[src/rtl/tgarle_pkg.sv]
// ----------------------------------------------------------------------------
// tgarle_pkg
// Shared constants, types and helpers of the run-length pixel decoder.
// ----------------------------------------------------------------------------
`default_nettype none

package tgarle_pkg;

  // Largest image side in pixels; larger settings are clamped to it
  localparam int unsigned MaxDim   = 4096;
  // Width of a dimension register
  localparam int unsigned DimW     = 13;
  // Row and column counters (values below MaxDim)
  localparam int unsigned CoordW   = $clog2(MaxDim);
  // Pixels left in the image, up to MaxDim * MaxDim
  localparam int unsigned TotW     = $clog2(MaxDim * MaxDim + 1);
  // Repeat count of one result
  localparam int unsigned CountW   = 8;
  // Configuration port
  localparam int unsigned CfgIdxW  = 3;
  localparam int unsigned CfgDataW = 13;

  // Configuration register indexes
  typedef enum logic [CfgIdxW-1:0] {
    CFG_WIDTH  = 3'd0,
    CFG_HEIGHT = 3'd1,
    CFG_ALPHA  = 3'd2,
    CFG_FLIP   = 3'd3,
    CFG_RLE    = 3'd4
  } cfg_idx_e;

  // Effective configuration seen by the datapath
  typedef struct packed {
    logic [DimW-1:0] width;
    logic [DimW-1:0] height;
    logic            has_alpha;
    logic            flip_rows;
    logic            rle_mode;
    logic [TotW-1:0] total;
  } cfg_t;

  // Command from the parser to the position tracker
  typedef struct packed {
    logic              restart;
    logic              step;
    logic [CountW-1:0] count;
  } pos_cmd_t;

  // Status of the position tracker
  typedef struct packed {
    logic [CoordW-1:0] row;
    logic [CoordW-1:0] col;
    logic [TotW-1:0]   remaining;
    logic              busy;
  } pos_sts_t;

  // One decoded pixel or run
  typedef struct packed {
    logic [7:0]        red;
    logic [7:0]        green;
    logic [7:0]        blue;
    logic [7:0]        alpha;
    logic [CountW-1:0] repeat_count;
    logic [11:0]       start_row;
    logic [11:0]       start_column;
    logic              image_end;
    logic              overrun;
  } result_t;

  // Zero reads as one, anything above MaxDim as MaxDim
  function automatic logic [DimW-1:0] clamp_dim(input logic [DimW-1:0] v);
    logic [DimW-1:0] r;
    if (v == '0) begin
      r = DimW'(1);
    end else if (v > DimW'(MaxDim)) begin
      r = DimW'(MaxDim);
    end else begin
      r = v;
    end
    return r;
  endfunction

endpackage

`default_nettype wire

[src/rtl/tga_rle_pixel_decoder.sv]
// ----------------------------------------------------------------------------
// tga_rle_pixel_decoder
// Run-length / raw pixel stream decoder for 24- and 32-bit true-color images.
// ----------------------------------------------------------------------------
//  channel  | signals                                 | carries
//  ---------+-----------------------------------------+--------------------------
//  in       | in_valid_i  in_ready_o   data_byte_i    | one stream byte
//  out      | out_valid_o out_ready_i  red_o..overrun_o | one pixel or run
//  cfg      | cfg_valid_i cfg_ready_o  cfg_index_i,    | register write
//           |                          cfg_data_i      |
//
//  One byte per cycle unless held by a full output, the divider or a total
//  load; a byte passes the input register and the parser to the output
//  register. A run that wraps past more than one row end (width below 128)
//  holds the input while the bit-serial divider settles row and column.
//  The cycle after a register write the input is held to load the pixel total.
//  Reset is asynchronous; it restores the register defaults and the parser.
//  A stalled output keeps taking bytes until its skid entry is filled.
// ----------------------------------------------------------------------------
`default_nettype none

module tga_rle_pixel_decoder (
  input  wire logic                            clk_i,
  input  wire logic                            rst_ni,
  // input stream
  input  wire logic                            in_valid_i,
  output logic                                 in_ready_o,
  input  wire logic [7:0]                      data_byte_i,
  // results
  output logic                                 out_valid_o,
  input  wire logic                            out_ready_i,
  output logic [7:0]                           red_o,
  output logic [7:0]                           green_o,
  output logic [7:0]                           blue_o,
  output logic [7:0]                           alpha_o,
  output logic [7:0]                           repeat_count_o,
  output logic [11:0]                          start_row_o,
  output logic [11:0]                          start_column_o,
  output logic                                 image_end_o,
  output logic                                 overrun_o,
  // configuration
  input  wire logic                            cfg_valid_i,
  output logic                                 cfg_ready_o,
  input  wire logic [tgarle_pkg::CfgIdxW-1:0]  cfg_index_i,
  input  wire logic [tgarle_pkg::CfgDataW-1:0] cfg_data_i
);

  localparam int unsigned NW = tgarle_pkg::CountW;

  typedef enum logic {
    PH_HEADER = 1'b0,
    PH_PIXEL  = 1'b1
  } phase_e;

  tgarle_pkg::cfg_t     cfg;
  tgarle_pkg::pos_cmd_t pcmd;
  tgarle_pkg::pos_sts_t psts;
  tgarle_pkg::result_t  res;
  tgarle_pkg::result_t  res_out;
  logic                 cfg_restart;
  logic                 cfg_reload;
  logic                 space;

  // Input register
  logic       in_v_q;
  logic [7:0] in_b_q;
  logic       adv;

  // Parser state
  phase_e         phase_q, phase_d;
  logic [NW-1:0]  left_q, left_d;
  logic           run_q, run_d;
  logic [1:0]     bidx_q, bidx_d;
  logic [23:0]    pix_q, pix_d;

  // Per-item decode
  logic           is_header;
  logic           complete;
  logic [NW-1:0]  want;
  logic           too_many;
  logic [NW-1:0]  n;
  logic           img_end;
  logic           over;
  logic [tgarle_pkg::DimW-1:0] flip_row;
  logic           push;

  tgarle_cfg u_cfg (
    .clk_i       (clk_i),
    .rst_ni      (rst_ni),
    .cfg_valid_i (cfg_valid_i),
    .cfg_index_i (cfg_index_i),
    .cfg_data_i  (cfg_data_i),
    .cfg_o       (cfg),
    .restart_o   (cfg_restart),
    .reload_o    (cfg_reload)
  );

  assign cfg_ready_o = 1'b1;

  // Input stage
  assign adv        = in_v_q && space && !psts.busy && !cfg_reload;
  assign in_ready_o = !in_v_q || adv;

  always_ff @(posedge clk_i or negedge rst_ni) begin
    if (!rst_ni) begin
      in_v_q <= 1'b0;
    end else if (in_ready_o) begin
      in_v_q <= in_valid_i;
    end
  end

  always_ff @(posedge clk_i) begin
    if (in_ready_o && in_valid_i) begin
      in_b_q <= data_byte_i;
    end
  end

  // Header / pixel classification
  assign is_header = cfg.rle_mode && (phase_q == PH_HEADER);
  assign complete  = !is_header && (bidx_q == (cfg.has_alpha ? 2'd3 : 2'd2));

  // Repeat count, clipped to the pixels left in the image
  always_comb begin
    want = (cfg.rle_mode && run_q) ? left_q : NW'(1);
    if (want == '0) begin
      want = NW'(1);
    end
  end

  assign too_many = tgarle_pkg::TotW'(want) > psts.remaining;
  assign n        = too_many ? psts.remaining[NW-1:0] : want;
  assign img_end  = tgarle_pkg::TotW'(n) == psts.remaining;
  assign over     = too_many ||
                    (cfg.rle_mode && img_end && !run_q && (left_q > NW'(1)));
  assign flip_row = cfg.height - tgarle_pkg::DimW'(1) - tgarle_pkg::DimW'(psts.row);

  // Result fields
  assign res.red          = cfg.has_alpha ? pix_q[23:16] : in_b_q;
  assign res.green        = pix_q[15:8];
  assign res.blue         = pix_q[7:0];
  assign res.alpha        = cfg.has_alpha ? in_b_q : 8'd0;
  assign res.repeat_count = n;
  assign res.start_row    = cfg.flip_rows ? flip_row[11:0] : psts.row;
  assign res.start_column = psts.col;
  assign res.image_end    = img_end;
  assign res.overrun      = over;

  assign push = adv && complete;

  // Parser next state
  always_comb begin
    phase_d = phase_q;
    left_d  = left_q;
    run_d   = run_q;
    bidx_d  = bidx_q;
    pix_d   = pix_q;
    if (cfg_restart) begin
      phase_d = PH_HEADER;
      left_d  = '0;
      run_d   = 1'b0;
      bidx_d  = '0;
      pix_d   = '0;
    end else if (adv) begin
      if (is_header) begin
        run_d   = in_b_q[7];
        left_d  = in_b_q[7] ? (in_b_q - 8'd127) : (in_b_q + 8'd1);
        phase_d = PH_PIXEL;
        bidx_d  = '0;
        pix_d   = '0;
      end else if (!complete) begin
        case (bidx_q)
          2'd0:    pix_d[7:0]   = in_b_q;
          2'd1:    pix_d[15:8]  = in_b_q;
          default: pix_d[23:16] = in_b_q;
        endcase
        bidx_d = bidx_q + 2'd1;
      end else begin
        bidx_d = '0;
        pix_d  = '0;
        if (img_end) begin
          phase_d = PH_HEADER;
          left_d  = '0;
          run_d   = 1'b0;
        end else if (cfg.rle_mode) begin
          if (run_q) begin
            left_d = '0;
          end else begin
            left_d = (left_q > '0) ? left_q - NW'(1) : '0;
          end
          if (left_d == '0) begin
            phase_d = PH_HEADER;
            run_d   = 1'b0;
          end
        end
      end
    end
  end

  always_ff @(posedge clk_i or negedge rst_ni) begin
    if (!rst_ni) begin
      phase_q <= PH_HEADER;
      left_q  <= '0;
      run_q   <= 1'b0;
      bidx_q  <= '0;
      pix_q   <= '0;
    end else begin
      phase_q <= phase_d;
      left_q  <= left_d;
      run_q   <= run_d;
      bidx_q  <= bidx_d;
      pix_q   <= pix_d;
    end
  end

  // Position tracker
  assign pcmd.restart = cfg_restart || (push && img_end);
  assign pcmd.step    = push && !img_end;
  assign pcmd.count   = n;

  tgarle_pos u_pos (
    .clk_i    (clk_i),
    .rst_ni   (rst_ni),
    .cfg_i    (cfg),
    .reload_i (cfg_reload),
    .cmd_i    (pcmd),
    .sts_o    (psts)
  );

  // Result buffer
  tgarle_obuf u_obuf (
    .clk_i       (clk_i),
    .rst_ni      (rst_ni),
    .push_i      (push),
    .data_i      (res),
    .space_o     (space),
    .out_valid_o (out_valid_o),
    .out_ready_i (out_ready_i),
    .data_o      (res_out)
  );

  assign red_o          = res_out.red;
  assign green_o        = res_out.green;
  assign blue_o         = res_out.blue;
  assign alpha_o        = res_out.alpha;
  assign repeat_count_o = res_out.repeat_count;
  assign start_row_o    = res_out.start_row;
  assign start_column_o = res_out.start_column;
  assign image_end_o    = res_out.image_end;
  assign overrun_o      = res_out.overrun;

endmodule

`default_nettype wire

[src/rtl/tgarle_cfg.sv]
// ----------------------------------------------------------------------------
// tgarle_cfg
// Configuration registers, dimension clamping and pixel total of the image.
// ----------------------------------------------------------------------------
`default_nettype none

module tgarle_cfg (
  input  wire logic                          clk_i,
  input  wire logic                          rst_ni,
  input  wire logic                          cfg_valid_i,
  input  wire logic [tgarle_pkg::CfgIdxW-1:0]  cfg_index_i,
  input  wire logic [tgarle_pkg::CfgDataW-1:0] cfg_data_i,
  output tgarle_pkg::cfg_t                   cfg_o,
  output logic                               restart_o,
  output logic                               reload_o
);

  logic [tgarle_pkg::DimW-1:0] width_q, width_d;
  logic [tgarle_pkg::DimW-1:0] height_q, height_d;
  logic                        alpha_q, alpha_d;
  logic                        flip_q, flip_d;
  logic                        rle_q, rle_d;
  logic                        hit;
  logic                        reload_q;
  logic [tgarle_pkg::DimW-1:0] w_eff, h_eff;
  logic [2*tgarle_pkg::DimW-1:0] prod;

  // Register write decode; any known index restarts the decode
  always_comb begin
    width_d  = width_q;
    height_d = height_q;
    alpha_d  = alpha_q;
    flip_d   = flip_q;
    rle_d    = rle_q;
    hit      = 1'b0;
    if (cfg_valid_i) begin
      unique case (tgarle_pkg::cfg_idx_e'(cfg_index_i))
        tgarle_pkg::CFG_WIDTH: begin
          width_d = cfg_data_i[tgarle_pkg::DimW-1:0];
          hit     = 1'b1;
        end
        tgarle_pkg::CFG_HEIGHT: begin
          height_d = cfg_data_i[tgarle_pkg::DimW-1:0];
          hit      = 1'b1;
        end
        tgarle_pkg::CFG_ALPHA: begin
          alpha_d = cfg_data_i[0];
          hit     = 1'b1;
        end
        tgarle_pkg::CFG_FLIP: begin
          flip_d = cfg_data_i[0];
          hit    = 1'b1;
        end
        tgarle_pkg::CFG_RLE: begin
          rle_d = cfg_data_i[0];
          hit   = 1'b1;
        end
        default: hit = 1'b0;
      endcase
    end
  end

  always_ff @(posedge clk_i or negedge rst_ni) begin
    if (!rst_ni) begin
      width_q  <= tgarle_pkg::DimW'(1);
      height_q <= tgarle_pkg::DimW'(1);
      alpha_q  <= 1'b0;
      flip_q   <= 1'b0;
      rle_q    <= 1'b1;
      reload_q <= 1'b0;
    end else begin
      width_q  <= width_d;
      height_q <= height_d;
      alpha_q  <= alpha_d;
      flip_q   <= flip_d;
      rle_q    <= rle_d;
      reload_q <= hit;
    end
  end

  // Clamped sides and pixel total (13 x 13 product)
  assign w_eff = tgarle_pkg::clamp_dim(width_q);
  assign h_eff = tgarle_pkg::clamp_dim(height_q);
  assign prod  = w_eff * h_eff;

  assign cfg_o.width     = w_eff;
  assign cfg_o.height    = h_eff;
  assign cfg_o.has_alpha = alpha_q;
  assign cfg_o.flip_rows = flip_q;
  assign cfg_o.rle_mode  = rle_q;
  assign cfg_o.total     = prod[tgarle_pkg::TotW-1:0];
  assign restart_o       = hit;
  assign reload_o        = reload_q;

endmodule

`default_nettype wire

[src/rtl/tgarle_pos.sv]
// ----------------------------------------------------------------------------
// tgarle_pos
// Destination row/column and pixels-left tracker, with a bit-serial divider
// for runs that wrap past more than one row end.
// ----------------------------------------------------------------------------
`default_nettype none

module tgarle_pos (
  input  wire logic                 clk_i,
  input  wire logic                 rst_ni,
  input  wire tgarle_pkg::cfg_t     cfg_i,
  input  wire logic                 reload_i,
  input  wire tgarle_pkg::pos_cmd_t cmd_i,
  output tgarle_pkg::pos_sts_t      sts_o
);

  localparam int unsigned CW = tgarle_pkg::CoordW;
  localparam int unsigned NW = tgarle_pkg::CountW;

  logic [CW-1:0]             row_q, row_d;
  logic [CW-1:0]             col_q, col_d;
  logic [tgarle_pkg::TotW-1:0] rem_pix_q, rem_pix_d;
  logic                      busy_q, busy_d;
  logic [2:0]                cnt_q, cnt_d;
  logic [NW-1:0]             dvd_q, dvd_d;
  logic [NW-1:0]             drem_q, drem_d;
  logic [NW-1:0]             quo_q, quo_d;

  logic [CW:0]               sum;
  logic [tgarle_pkg::DimW:0] w2;
  logic [NW-1:0]             wdiv;
  logic [NW-1:0]             shl;
  logic                      ge;
  logic [NW-1:0]             drem_nx;
  logic [NW-1:0]             quo_nx;

  assign sum  = {1'b0, col_q} + (CW+1)'(cmd_i.count);
  assign w2   = {cfg_i.width, 1'b0};
  assign wdiv = {1'b0, cfg_i.width[NW-2:0]};

  // One restoring division step: quotient bit from the shifted remainder
  assign shl     = {drem_q[NW-2:0], dvd_q[NW-1]};
  assign ge      = (shl >= wdiv);
  assign drem_nx = ge ? (shl - wdiv) : shl;
  assign quo_nx  = {quo_q[NW-2:0], ge};

  always_comb begin
    row_d     = row_q;
    col_d     = col_q;
    rem_pix_d = rem_pix_q;
    busy_d    = busy_q;
    cnt_d     = cnt_q;
    dvd_d     = dvd_q;
    drem_d    = drem_q;
    quo_d     = quo_q;
    if (cmd_i.restart) begin
      row_d     = '0;
      col_d     = '0;
      rem_pix_d = cfg_i.total;
      busy_d    = 1'b0;
    end else if (reload_i) begin
      rem_pix_d = cfg_i.total;
    end else if (busy_q) begin
      // Divider iteration; finish after the last quotient bit
      dvd_d  = {dvd_q[NW-2:0], 1'b0};
      drem_d = drem_nx;
      quo_d  = quo_nx;
      cnt_d  = cnt_q + 3'd1;
      if (cnt_q == 3'd7) begin
        busy_d = 1'b0;
        row_d  = row_q + CW'(quo_nx);
        col_d  = drem_nx[CW-1:0];
      end
    end else if (cmd_i.step) begin
      rem_pix_d = rem_pix_q - tgarle_pkg::TotW'(cmd_i.count);
      if (sum < cfg_i.width) begin
        col_d = sum[CW-1:0];
      end else if ({1'b0, sum} < w2) begin
        col_d = sum[CW-1:0] - cfg_i.width[CW-1:0];
        row_d = row_q + CW'(1);
      end else begin
        // Width below one run length: sum fits the divider's 8 bits
        busy_d = 1'b1;
        cnt_d  = '0;
        dvd_d  = sum[NW-1:0];
        drem_d = '0;
        quo_d  = '0;
      end
    end
  end

  always_ff @(posedge clk_i or negedge rst_ni) begin
    if (!rst_ni) begin
      row_q     <= '0;
      col_q     <= '0;
      rem_pix_q <= tgarle_pkg::TotW'(1);
      busy_q    <= 1'b0;
      cnt_q     <= '0;
    end else begin
      row_q     <= row_d;
      col_q     <= col_d;
      rem_pix_q <= rem_pix_d;
      busy_q    <= busy_d;
      cnt_q     <= cnt_d;
    end
  end

  // Divider datapath
  always_ff @(posedge clk_i) begin
    dvd_q  <= dvd_d;
    drem_q <= drem_d;
    quo_q  <= quo_d;
  end

  assign sts_o.row       = row_q;
  assign sts_o.col       = col_q;
  assign sts_o.remaining = rem_pix_q;
  assign sts_o.busy      = busy_q;

endmodule

`default_nettype wire

[src/rtl/tgarle_obuf.sv]
// ----------------------------------------------------------------------------
// tgarle_obuf
// Result register with one skid entry; space is reported from registers only.
// ----------------------------------------------------------------------------
`default_nettype none

module tgarle_obuf (
  input  wire logic                clk_i,
  input  wire logic                rst_ni,
  input  wire logic                push_i,
  input  wire tgarle_pkg::result_t data_i,
  output logic                     space_o,
  output logic                     out_valid_o,
  input  wire logic                out_ready_i,
  output tgarle_pkg::result_t      data_o
);

  tgarle_pkg::result_t main_q;
  tgarle_pkg::result_t skid_q;
  logic                main_v_q;
  logic                skid_v_q;
  logic                pop;

  assign pop = main_v_q && out_ready_i;

  // Push is only issued while the skid entry is free
  always_ff @(posedge clk_i or negedge rst_ni) begin
    if (!rst_ni) begin
      main_v_q <= 1'b0;
      skid_v_q <= 1'b0;
    end else begin
      if (skid_v_q) begin
        if (pop) begin
          skid_v_q <= 1'b0;
        end
      end else if (main_v_q) begin
        if (!pop && push_i) begin
          skid_v_q <= 1'b1;
        end else if (pop && !push_i) begin
          main_v_q <= 1'b0;
        end
      end else if (push_i) begin
        main_v_q <= 1'b1;
      end
    end
  end

  // Payload moves
  always_ff @(posedge clk_i) begin
    if (skid_v_q) begin
      if (pop) begin
        main_q <= skid_q;
      end
    end else if (main_v_q) begin
      if (pop && push_i) begin
        main_q <= data_i;
      end else if (push_i) begin
        skid_q <= data_i;
      end
    end else if (push_i) begin
      main_q <= data_i;
    end
  end

  assign space_o     = !skid_v_q;
  assign out_valid_o = main_v_q;
  assign data_o      = main_q;

endmodule

`default_nettype wire
[config.mk]
export PLATFORM = sky130hd
export DESIGN_NAME = tga_rle_pixel_decoder
export DESIGN_NICKNAME = d
export VERILOG_FILES = /design/src/rtl/tgarle_pkg.sv /design/src/rtl/tga_rle_pixel_decoder.sv /design/src/rtl/tgarle_cfg.sv /design/src/rtl/tgarle_pos.sv /design/src/rtl/tgarle_obuf.sv
export SDC_FILE = /design/constraint.sdc
export NUM_CORES = 1
export LEC_CHECK = 0
export BUFFER_PORTS_ARGS = -buffer_cell sky130_fd_sc_hd__buf_2
export CORE_UTILIZATION = 55
export DETAILED_ROUTE_END_ITERATION = 7
export PLACE_DENSITY = 0.71
export SETUP_SLACK_MARGIN = 0.5
export SLEW_MARGIN = 5
export SYNTH_ARGS = -nofsm -noshare
export SYNTH_HDL_FRONTEND = slang
export SYNTH_SLANG_ARGS = --single-unit
[constraint.sdc]
create_clock -name clk_i -period 8.9 [get_ports clk_i]
set_input_delay 1.78 -clock clk_i [delete_from_list [all_inputs] [get_ports clk_i]]
set_output_delay 1.78 -clock clk_i [all_outputs]
set_load 0.01 [all_outputs]
==> impl_metrics.ini <==
[floorplanning]
dieHeight_um = 197
die_width_um = 197
core_mm2 = 0.0370
initial_core_util_pct = 56.3
die_area_mm2 = 0.0386
num_rows = 70
io_pins = 98

[power_and_ir_drop]
ir_worst_vdd_v = 0.000197
total_power_uw = 6290
p_leak_uw = 0.0101
power_density_mw_per_mm2 = 277

[worst_setup_path]
cp-start-kind = flip-flop
cp.required_ns = 9.10
r2r_setup_slack_ns = 1.24
rr_startpoint = u_cfg.rle_q$_DFFE_PN1P_
r2r-end = u_pos.drem_q[5]$_SDFFCE_PN0P_
slowest_stage = inv_1
critPathKind = flip-flop to flip-flop
worstRegToRegCells = 28
worst_ep_arrival_time_ns = 7.86
cpPeakStageDelay_ns = 0.67
critPathMaxFanout = 22
cp-end-kind = flip-flop

[detailed_routing]
drtAntennaViolNets = 0
first_pass_iters = 5
via_per_inst = 5.74
route.detailed.drc = 0
drtIter0Drc = 908
drt_wl_total_mm = 50.8
vias = 15100
wl_per_cell_um = 19.3

[place]
pre_cts_ws_ns = 1.37
globalplace.congestion = 0.915
dp.cells = 2576
dpl.hpwl_mm = 38.1
io_buffers = 96

[hold_path]
worstHoldStart = pix_q[23]$_DFFE_PN0P_
hold_depth = 2
hp-class = flip-flop to flip-flop
holdPathEnd = pix_q[23]$_DFFE_PN0P_

[global_route]
globalRouteTotalUtil_pct = 27.2
grt_overflow = 0
grt_pass1_wl_mm = 82.3
grt_antenna_before_repair = 1
grt_max_degree = 73
grt_pass1_vias = 15400

[timing]
max_freq_mhz = 131
finalSetupViolations = 0
post-route-period-util_pct = 86.0
rsz0062_at_grt = false
finalMaxSlewViolations = 0
whs_ns = 0.479
finalClockSkew_ns = 0.0222
fin_ws_ns = 1.24
timing.slew.headroom_pct = 24.3
period_needed_ns = 7.66
fin_setup_tns_ns = 0
worst_slew_pin_slew_ns = 1.13
hold_viol = 0

[finish]
fin_cells = 2632
final_cell_mix = 246 x inv_1, 205 x nand2_1, 162 x edfxtp_1
num_antenna_cells = 0
drive_gt1_share_pct = 14.4
layout_commonest_cell = inv_1
fin_nets = 2408
area_growth_pct = 9.22

[clock_tree]
cts_tree = done
cts_setup_buffers = 0
clk_pin_slew_ns = 0.06
ctsResizeCount = 0
cts.root.buffer_cell = clkbuf_16
cts.sinks = 284
cts_htree_levels = 1
cts_hold_buf = 0
cts_buffers = 30
clockBufferDepth = 3
clkLatencyLatePin_ns = 0.59

[synth]
yosys_warnings = 0
synth_nets = 2338
synth.avg_cell_area_um2 = 10.2
synth-edff-count = 162
synth_cells = 2034
ys_seq_area_share_pct = 38.0
synth_area_mm2 = 0.0208
ys.flop_type = edfxtp_1
async_reset_ff_share_pct = 43.0
ys_types = 86
ys_seq_elements = 284

[run]
drv_cap = 0

[outcome]
status = complete, no violations
report_power, final:
part           internal (uW)  leakage, uW  total (uW)  switching [uW]
combinational           1290      0.00659        3180            1890
sequential              1660      0.00306        1870             213
clock                    695     0.000470        1230             539
worst max-delay path, delay by kind of cell (launching register included):
family | cells | cell delay [ns]
AO/OA/AOI/OAI | 13 | 3.28
multiplexers | 1 | 0.46
buffers and inverters | 3 | 0.82
XOR/XNOR | 1 | 0.34
AND/OR/NAND/NOR | 6 | 0.62
flip-flops | 1 | 0.62
adder cells (fa/ha/maj) | 4 | 1.12
routing by layer:
| layer | GRT usage, % | vias to the layer above | share of wire, % |
|---|---|---|---|
| li1 | - | 7067 | - |
| met1 | 36.2 | 7395 | 42 |
| met2 | 45.0 | 511 | 47 |
| met3 | 4.14 | 130 | 6.4 |
| met4 | 10.6 | 0 | 4.2 |
| met5 | 0 | - | 0 |
synth_stat cells (all sizes together) (6+ instances only):
master / instances / area, um2
nand4: 17 / 121
or2: 7 / 43.8
o21bai: 7 / 52.6
xnor2: 57 / 499
a211oi: 14 / 105
nand2b: 25 / 156
o21ai: 105 / 537
nand3: 27 / 135
mux2i: 18 / 180
mux2: 112 / 1290
or3: 14 / 87.6
o22ai: 6 / 37.5
and2: 42 / 264
o2111ai: 6 / 52.6
buf: 17 / 96.3
dfrtp: 118 / 2950
xor2: 30 / 263
nor4: 11 / 90.1
a21oi: 79 / 407
o211ai: 6 / 45.0
inv: 247 / 927
nor2: 160 / 601
o21a: 9 / 67.6
nand2: 206 / 776
and3: 15 / 93.8
a31oi: 13 / 96.3
clkbuf: 59 / 221
a21o: 19 / 143
o41ai: 7 / 68.8
o31ai: 7 / 52.6
nor3: 32 / 180
o211a: 7 / 70.1
edfxtp: 162 / 4860
nor2b: 34 / 213
fa: 126 / 2520
ha: 149 / 1860
clkinv: 6 / 22.5
cell families (layout without fill, tap and decap cells):
logic type	after synthesis	after routing	synth area share, %
adder cells (fa/ha/maj)	275	275	21.1
AO/OA/AOI/OAI	325	325	10.2
buffers and inverters	329	423	6.09
XOR/XNOR	87	87	3.66
AND/OR/NAND/NOR	603	603	13.8
flip-flops	284	284	38.0
other	1	1	0.0180
multiplexers	130	130	7.05
how the worst max path moves through the flow:
| stage | start | to | slack (ns) | cells after the start |
|---|---|---|---|---|
| 4_1_cts | u_cfg.rle_q$_DFFE_PN1P_ | u_pos.drem_q[5]$_SDFFCE_PN0P_ | 1.33 | 27 |
| 3_5_place_dp | u_cfg.rle_q$_DFFE_PN1P_ | u_pos.drem_q[6]$_SDFFCE_PN0P_ | 1.37 | 28 |
| 3_3_place_gp | u_cfg.rle_q$_DFFE_PN1P_ | u_pos.drem_q[6]$_SDFFCE_PN0P_ | 1.63 | 28 |
| 2_1_floorplan | u_cfg.rle_q$_DFFE_PN1P_ | u_pos.drem_q[0]$_SDFFCE_PN0P_ | 2.37 | 29 |
| 5_1_grt | u_cfg.rle_q$_DFFE_PN1P_ | u_pos.drem_q[5]$_SDFFCE_PN0P_ | 0.65 | 27 |
| 6_report | u_cfg.rle_q$_DFFE_PN1P_ | u_pos.drem_q[5]$_SDFFCE_PN0P_ | 1.24 | 28 |
per-stage QoR:
step	area, um2	util [%]
after floorplan	20800	-
after global placement	21800	58.9
after detailed placement	21800	58.9
after CTS	22700	61.5
after global routing	22700	61.5
final	22700	61.5
registers in the layout, summed over array words and instances, names as in the netlist, 2 cells and up:
signal	flops
bidx_q	2
in_b_q	8
left_q	8
pix_q	24
u_cfg.height_q	13
u_cfg.width_q	13
u_obuf.data_o	66
u_obuf.skid_q	66
u_pos.cnt_q	3
u_pos.col_q	12
u_pos.drem_q	7
u_pos.dvd_q	8
u_pos.quo_q	7
u_pos.rem_pix_q	25
u_pos.row_q	12
area by class of cell:
cell class	instances	area, um2
Fill cell	3107	14200
Sequential cell	284	7920
Clock buffer	39	795
Inverter	253	950
Timing Repair Buffer	114	618
Clock inverter	17	181
Multi-Input combinational cell	1421	11600
Tap cell	504	631
Power figures use the tool's default switching activity.
